===== src/hw/rtl/skpc_pkg.sv =====
// Package for the streaming KMP pattern counter.
// Holds request codes, port widths and the memory control bundle.
// Used by skpc_store.sv, streaming_kmp_pattern_counter.sv and the testbench files.
package skpc_pkg;

  localparam int REQ_W = 2;
  localparam int SYM_W = 8;
  localparam int OUT_COUNT_W = 32;
  localparam int OUT_TDATA_W = 40;
  localparam int OUT_PAD_W = OUT_TDATA_W - OUT_COUNT_W - 2;

  localparam logic [REQ_W-1:0] REQ_CLEAR = 2'd0;
  localparam logic [REQ_W-1:0] REQ_APPEND = 2'd1;
  localparam logic [REQ_W-1:0] REQ_TEXT = 2'd2;

  typedef struct packed {
    logic rd_en;
    logic pat_we;
    logic bor_we;
  } mem_ctl_t;

endpackage


===== src/hw/rtl/streaming_kmp_pattern_counter.sv =====
// Streaming KMP pattern counter: counts overlapping pattern occurrences in a byte stream.
// Clear, a rejected append, an append to an empty pattern, a text byte on an empty pattern
// and unused codes answer from idle through the output register, one transaction per cycle unless the output stalls.
// Other appends and text bytes read the pattern and border memories and pass through the scan
// state, with one more border-memory read for each failure link followed; no new item is taken meanwhile.
// Reset (rst_n low, synchronous) empties the pattern and zeroes count; memories are not swept.
module streaming_kmp_pattern_counter #(
  parameter int MAX_PATTERN = 64,
  parameter int COUNT_WIDTH = 32
) (
  input  logic                              clk,
  input  logic                              rst_n,
  input  logic                              in_tvalid,
  output logic                              in_tready,
  input  logic [skpc_pkg::SYM_W-1:0]        in_tdata,   // symbol
  input  logic [skpc_pkg::REQ_W-1:0]        in_tuser,   // req_type
  output logic                              out_tvalid,
  input  logic                              out_tready,
  output logic [skpc_pkg::OUT_TDATA_W-1:0]  out_tdata   // match_found, match_count, pattern_full
);

  localparam int AW = (MAX_PATTERN > 1) ? $clog2(MAX_PATTERN) : 1;
  localparam int PW = $clog2(MAX_PATTERN + 1);
  localparam logic [PW-1:0] LEN_MAX = PW'(MAX_PATTERN);

  typedef enum logic [1:0] {
    ST_IDLE,
    ST_SCAN,
    ST_HOLD
  } state_t;

  state_t                          state_r, state_nxt;
  logic [PW-1:0]                   len_r, len_nxt;
  logic [PW-1:0]                   pos_r, pos_nxt;
  logic [PW-1:0]                   lastb_r, lastb_nxt;
  logic [PW-1:0]                   j_r, j_nxt;
  logic [COUNT_WIDTH-1:0]          count_r, count_nxt;
  logic [skpc_pkg::SYM_W-1:0]      sym_r, sym_nxt;
  logic                            append_r, append_nxt;
  logic                            res_found_r, res_found_nxt;
  logic                            res_full_r, res_full_nxt;
  logic                            out_valid_r, out_valid_nxt;
  logic                            out_found_r, out_found_nxt;
  logic                            out_full_r, out_full_nxt;
  logic [skpc_pkg::OUT_COUNT_W-1:0] out_count_r, out_count_nxt;

  skpc_pkg::mem_ctl_t              mem_ctl;
  logic [PW-1:0]                   rd_j;
  logic [PW-1:0]                   rd_jm1;
  logic [skpc_pkg::SYM_W-1:0]      pat_rdata;
  logic [PW-1:0]                   bor_rdata;
  logic [PW-1:0]                   bor_wdata;
  logic [63:0]                     cnt_ext;
  logic [COUNT_WIDTH-1:0]          count_inc;
  logic                            slot_free;
  logic                            hit;
  logic [PW-1:0]                   jn;

  assign in_tready = (state_r == ST_IDLE);
  assign out_tvalid = out_valid_r;
  assign out_tdata = {{skpc_pkg::OUT_PAD_W{1'b0}}, out_full_r, out_count_r, out_found_r};

  assign slot_free = !out_valid_r || out_tready;
  assign count_inc = (count_r == {COUNT_WIDTH{1'b1}}) ? count_r : count_r + 1'b1;
  assign cnt_ext = 64'(count_nxt);
  assign rd_jm1 = rd_j - 1'b1;
  assign hit = (pat_rdata == sym_r);
  assign jn = j_r + PW'(hit);

  skpc_store #(
    .DEPTH (MAX_PATTERN),
    .AW    (AW),
    .BW    (PW)
  ) u_store (
    .clk       (clk),
    .ctl       (mem_ctl),
    .pat_waddr (len_r[AW-1:0]),
    .pat_wdata (in_tdata),
    .bor_waddr (len_r[AW-1:0]),
    .bor_wdata (bor_wdata),
    .pat_raddr (rd_j[AW-1:0]),
    .bor_raddr (rd_jm1[AW-1:0]),
    .pat_rdata (pat_rdata),
    .bor_rdata (bor_rdata)
  );

  always_comb begin
    logic emit;
    logic emit_found;
    logic emit_full;
    emit = 1'b0;
    emit_found = 1'b0;
    emit_full = 1'b0;
    state_nxt = state_r;
    len_nxt = len_r;
    pos_nxt = pos_r;
    lastb_nxt = lastb_r;
    j_nxt = j_r;
    count_nxt = count_r;
    sym_nxt = sym_r;
    append_nxt = append_r;
    res_found_nxt = res_found_r;
    res_full_nxt = res_full_r;
    out_valid_nxt = out_valid_r && !out_tready;
    out_found_nxt = out_found_r;
    out_full_nxt = out_full_r;
    out_count_nxt = out_count_r;
    mem_ctl = '0;
    rd_j = pos_r;
    bor_wdata = '0;

    case (state_r)
      ST_IDLE: begin
        if (in_tvalid) begin
          sym_nxt = in_tdata;
          case (in_tuser)
            skpc_pkg::REQ_CLEAR: begin
              len_nxt = '0;
              pos_nxt = '0;
              count_nxt = '0;
              emit = 1'b1;
            end
            skpc_pkg::REQ_APPEND: begin
              if (len_r == LEN_MAX) begin
                emit = 1'b1;
                emit_full = 1'b1;
              end else begin
                mem_ctl.pat_we = 1'b1;
                if (len_r == '0) begin
                  mem_ctl.bor_we = 1'b1;
                  lastb_nxt = '0;
                  len_nxt = len_r + 1'b1;
                  pos_nxt = '0;
                  count_nxt = '0;
                  emit = 1'b1;
                end else begin
                  mem_ctl.rd_en = 1'b1;
                  rd_j = lastb_r;
                  j_nxt = lastb_r;
                  append_nxt = 1'b1;
                  state_nxt = ST_SCAN;
                end
              end
            end
            skpc_pkg::REQ_TEXT: begin
              if (len_r == '0) begin
                count_nxt = count_inc;
                emit = 1'b1;
                emit_found = 1'b1;
              end else begin
                mem_ctl.rd_en = 1'b1;
                rd_j = pos_r;
                j_nxt = pos_r;
                append_nxt = 1'b0;
                state_nxt = ST_SCAN;
              end
            end
            default: begin
              emit = 1'b1;
            end
          endcase
          if (emit && !slot_free) begin
            emit = 1'b0;
            res_found_nxt = emit_found;
            res_full_nxt = emit_full;
            state_nxt = ST_HOLD;
          end
        end
      end
      ST_SCAN: begin
        rd_j = bor_rdata;
        if (!hit && (j_r != '0)) begin
          mem_ctl.rd_en = 1'b1;
          j_nxt = bor_rdata;
        end else if (slot_free) begin
          emit = 1'b1;
          state_nxt = ST_IDLE;
          if (append_r) begin
            mem_ctl.bor_we = 1'b1;
            bor_wdata = jn;
            lastb_nxt = jn;
            len_nxt = len_r + 1'b1;
            pos_nxt = '0;
            count_nxt = '0;
          end else if (jn == len_r) begin
            emit_found = 1'b1;
            count_nxt = count_inc;
            pos_nxt = lastb_r;
          end else begin
            pos_nxt = jn;
          end
        end
      end
      ST_HOLD: begin
        if (slot_free) begin
          emit = 1'b1;
          emit_found = res_found_r;
          emit_full = res_full_r;
          state_nxt = ST_IDLE;
        end
      end
      default: begin
        state_nxt = ST_IDLE;
      end
    endcase

    if (emit) begin
      out_valid_nxt = 1'b1;
      out_found_nxt = emit_found;
      out_full_nxt = emit_full;
      out_count_nxt = cnt_ext[skpc_pkg::OUT_COUNT_W-1:0];
    end
  end

  always_ff @(posedge clk) begin
    if (!rst_n) begin
      state_r <= ST_IDLE;
      len_r <= '0;
      pos_r <= '0;
      lastb_r <= '0;
      count_r <= '0;
      out_valid_r <= 1'b0;
    end else begin
      state_r <= state_nxt;
      len_r <= len_nxt;
      pos_r <= pos_nxt;
      lastb_r <= lastb_nxt;
      count_r <= count_nxt;
      out_valid_r <= out_valid_nxt;
    end
    j_r <= j_nxt;
    sym_r <= sym_nxt;
    append_r <= append_nxt;
    res_found_r <= res_found_nxt;
    res_full_r <= res_full_nxt;
    out_found_r <= out_found_nxt;
    out_full_r <= out_full_nxt;
    out_count_r <= out_count_nxt;
  end

endmodule


===== src/hw/rtl/skpc_store.sv =====
// Pattern and border table storage for the KMP pattern counter.
// Two synchronous memories with one write and one registered read port each.
// Depends on skpc_pkg for the control bundle.
module skpc_store #(
  parameter int DEPTH = 64,
  parameter int AW = 6,
  parameter int BW = 7
) (
  input  logic                        clk,
  input  skpc_pkg::mem_ctl_t          ctl,
  input  logic [AW-1:0]               pat_waddr,
  input  logic [skpc_pkg::SYM_W-1:0]  pat_wdata,
  input  logic [AW-1:0]               bor_waddr,
  input  logic [BW-1:0]               bor_wdata,
  input  logic [AW-1:0]               pat_raddr,
  input  logic [AW-1:0]               bor_raddr,
  output logic [skpc_pkg::SYM_W-1:0]  pat_rdata,
  output logic [BW-1:0]               bor_rdata
);

  logic [skpc_pkg::SYM_W-1:0] pat_mem [DEPTH];
  logic [BW-1:0]              bor_mem [DEPTH];

  always_ff @(posedge clk) begin
    if (ctl.pat_we) begin
      pat_mem[pat_waddr] <= pat_wdata;
    end
    if (ctl.rd_en) begin
      pat_rdata <= pat_mem[pat_raddr];
    end
  end

  always_ff @(posedge clk) begin
    if (ctl.bor_we) begin
      bor_mem[bor_waddr] <= bor_wdata;
    end
    if (ctl.rd_en) begin
      bor_rdata <= bor_mem[bor_raddr];
    end
  end

endmodule


===== config.mk =====
export PLATFORM = sky130hd
export DESIGN_NAME = streaming_kmp_pattern_counter
export DESIGN_NICKNAME = d
export VERILOG_FILES = /design/src/hw/rtl/skpc_pkg.sv /design/src/hw/rtl/streaming_kmp_pattern_counter.sv /design/src/hw/rtl/skpc_store.sv
export SDC_FILE = /design/constraint.sdc
export NUM_CORES = 1
export LEC_CHECK = 0
export ABC_AREA = 0
export BUFFER_PORTS_ARGS = -buffer_cell sky130_fd_sc_hd__buf_2
export CORE_AREA = 2 2 259 261
export DETAILED_ROUTE_END_ITERATION = 16
export DIE_AREA = 0 0 261 263
export MAX_ROUTING_LAYER = met4
export PLACE_DENSITY_LB_ADDON = 0.1
export SYNTH_ARGS = -nofsm -noshare
export SYNTH_HDL_FRONTEND = slang
export SYNTH_SLANG_ARGS = --single-unit

===== constraint.sdc =====
create_clock -name clk -period 6.89 [get_ports clk]
set_input_delay 0.689 -clock clk [delete_from_list [all_inputs] [get_ports clk]]
set_output_delay 0.689 -clock clk [all_outputs]
set_load 0.005 [all_outputs]

==> impl_metrics.env <==
export IMPL_numPortBuffers=49
export IMPL_placed_cells=3703
export IMPL_clk_latency_ns=0.67
export IMPL_finalInstanceArea_sq_um=48500
export IMPL_number_of_placed_i_o_pins=56
export IMPL_finalWeightedCongestion=0.878
export IMPL_setup_failing_eps_final=0
export IMPL_min_period_over_period_pct=78.4
export IMPL_layout_commonest_cell="edfxtp_1"
export IMPL_start_util_pct=67.4
export IMPL_synth_edf_count=1027
export IMPL_p_switching_mw=4.37
export IMPL_die_width_microns=261
export IMPL_grt_first_pass_wirelength_mm=156
export IMPL_max_cap_violations=0
export IMPL_grt_setup_unrepaired="no"
export IMPL_outcome="complete, no violations"
export IMPL_final_cell_mix="edfxtp_1 (1027), nand2_1 (468), nand3_1 (305)"
export IMPL_cts_htree_levels=3
export IMPL_syn_instance_count=2918
export IMPL_switching_share_pct=27.5
export IMPL_min_clock_period_post_route_ns=5.40
export IMPL_flow_area_growth_from_synthesis_pct=9.76
export IMPL_drt_iter0_markers=3885
export IMPL_num_rows=94
export IMPL_ctsLongestPathBuffers=3
export IMPL_report_final_hold_viol_count=0
export IMPL_cts_inserted_buffers=104
export IMPL_achievable_frequency_mhz=185
export IMPL_hold_buffers=0
export IMPL_internal_power_mw=11.5
export IMPL_timing_setup_tns_ns=0
export IMPL_critPathKind="register to register"
export IMPL_utilization_pct=74.0
export IMPL_fin_cells=3890
export IMPL_worst_pin_slew_ns=1.24
export IMPL_grt_antenna_before_repair=1
export IMPL_timing_max_slew_rel_slack_pct=17.5
export IMPL_worst_r2r_cell_count=10
export IMPL_remaining_drc_errors=0
export IMPL_seqPwrFrac_pct=46.6
export IMPL_reg2reg_from="len_r[4]"
export IMPL_top_area_cells_in_the_synthesized_netlist="edfxtp_1 (70%), mux4_2 (6.9%), nand2_1 (4.0%)"
export IMPL_gr_usage_all_layers_pct=31.4
export IMPL_grt_ovfl_total=0
export IMPL_drtPass1Iterations=6
export IMPL_timing_critical_path_from_type="register"
export IMPL_first_global_vias=24974
export IMPL_synthFlopType="edfxtp_1"
export IMPL_tritoncts_num_sinks=1083
export IMPL_cts_resized_gates=0
export IMPL_core_sq_um=65600
export IMPL_die_area_sq_um=68600
export IMPL_worstHoldStart="out_tready"
export IMPL_critical_path_startpoint="len_r[4]"
export IMPL_post_synth_top_area_fraction_pct=69.7
export IMPL_syn_cell_area_sq_um=44200
export IMPL_critPathRequiredTime_ns=7.27
export IMPL_via_count=26059
export IMPL_path_clk_slew_ns=0.06
export IMPL_finalMaxSlewViolations=0
export IMPL_hold_path_cells=4
export IMPL_cell_area_reported_after_detailed_placement_sq_um=45200
export IMPL_dp_hpwl_mm=60.4
export IMPL_yosysUniqueCellTypes=79
export IMPL_synth_ff_latch_count=1083
export IMPL_tritoncts="done"
export IMPL_ys_seq_area_share_pct=72.3
export IMPL_post_cts_setup_repair_bufs=0
export IMPL_p_leak_nw=14.9
export IMPL_critPathCaptureType="register"
export IMPL_irDropWorstVdd_v=0.000252
export IMPL_vias_per_cell=6.70
export IMPL_worst_ep_arrival_time_ns=5.79
export IMPL_grt_start_max_net_pins=209
export IMPL_ys_warnings_count=0
export IMPL_die_height_microns=263
export IMPL_critPathMaxFanout=65
export IMPL_layout_drive_gt1_share_pct=13.7
export IMPL_post_drt_wl_per_cell_microns=26.6
export IMPL_postSynth_asyncResetShare_pct=0
export IMPL_final_antenna_net_count=0
export IMPL_design_final_nets=2973
export IMPL_synthesis_area_per_instance_sq_um=15.2
export IMPL_cts_root_buffer_type="clkbuf_16"
export IMPL_timing_clock_skew_ns=0.0233
export IMPL_hold_path_class="primary input to register"
export IMPL_routed_wl_mm=103
export IMPL_synth_top_area_cell="edfxtp_1"
export IMPL_power_frac_clock_pct=35.4
export IMPL_comb_power_share_pct=18.0
export IMPL_p_per_area_nw_per_um2=327
worst max-delay path: stages (launching register included):
cell	delay [ns]
dfxtp_1	0.66
or3_1	1.01
nor2_4	0.15
o221ai_4	0.35
clkinv_8	0.33
ha_4	1.03
buf_4	0.38
mux4_2	0.39
mux4_2	0.48
nand3_1	0.15
nand4_1	0.14
per-layer routing:
metal  track usage (%)  vias up  wire [microns]
met4              8.43        0            2840
met3              5.79      213           10600
met1              46.3    13059           41600
met2              46.2     1572           48300
met5                 -        -               0
li1                  -    11215               -
power groups by stage:
stage          combinational, mW  sequential, mW  clock [mW]
3_5_place_dp                2.80            7.54           0
6_report                    2.87            7.40        5.62
5_1_grt                     3.07            7.41        5.89
3_3_place_gp                2.74            7.54           0
2_1_floorplan               2.00            7.53           0
4_1_cts                     2.82            7.40        5.65
flip-flops by register name, summed over array words and instances (netlist names), 8 cells and up:
register / count
count_r: 32
out_count_r: 32
u_store.pat_mem: 512
u_store.pat_rdata: 8
u_store.bor_mem: 448
sym_r: 8
logic make-up after synthesis:
family / synth area share, %
multiplexers: 9.59
AO/OA/AOI/OAI: 3.76
buffers and inverters: 2.09
flip-flops: 72.3
AND/OR/NAND/NOR: 11.1
other: 0.00848
adder cells (fa/ha/maj): 0.396
XOR/XNOR: 0.806
worst paths after layout:
check | end | slack, ns
worst min register to register | state_r[1] | 0.50
worst min-delay path | out_tvalid | 0.45
worst max-delay path | u_store.bor_rdata[4] | 1.49
worst max register to register | u_store.bor_rdata[4] | 1.49
synth_stat cells (29+ instances only):
cell	number
o21ai_0	31
nand2_1	468
a31oi_1	51
a21oi_1	29
a32oi_1	33
mux4_2	135
nor2_1	203
edfxtp_1	1027
nand3_1	305
mux2i_1	113
clkbuf_1	108
dfxtp_1	56
per-stage QoR:
step / hold WS [ns] / power, mW / worst slack [ns]
CTS: 0.432 / 15.9 / 1.55
floorplan: 0.457 / 9.53 / 2.21
detailed placement: 0.489 / 10.3 / 1.39
global placement: 0.477 / 10.3 / 1.48
global route: 0.462 / 16.4 / 1.27
finish: 0.446 / 15.9 / 1.49
layout make-up:
type	count	area, sq um
Antenna cell	1	2.50
Inverter	28	123
Fill cell	3867	17100
Timing Repair Buffer	88	576
Clock buffer	128	2770
Tap cell	864	1080
Multi-Input combinational cell	1640	11500
Clock inverter	58	567
Sequential cell	1083	32000
Note: power is estimated with default switching activity, not from simulation.
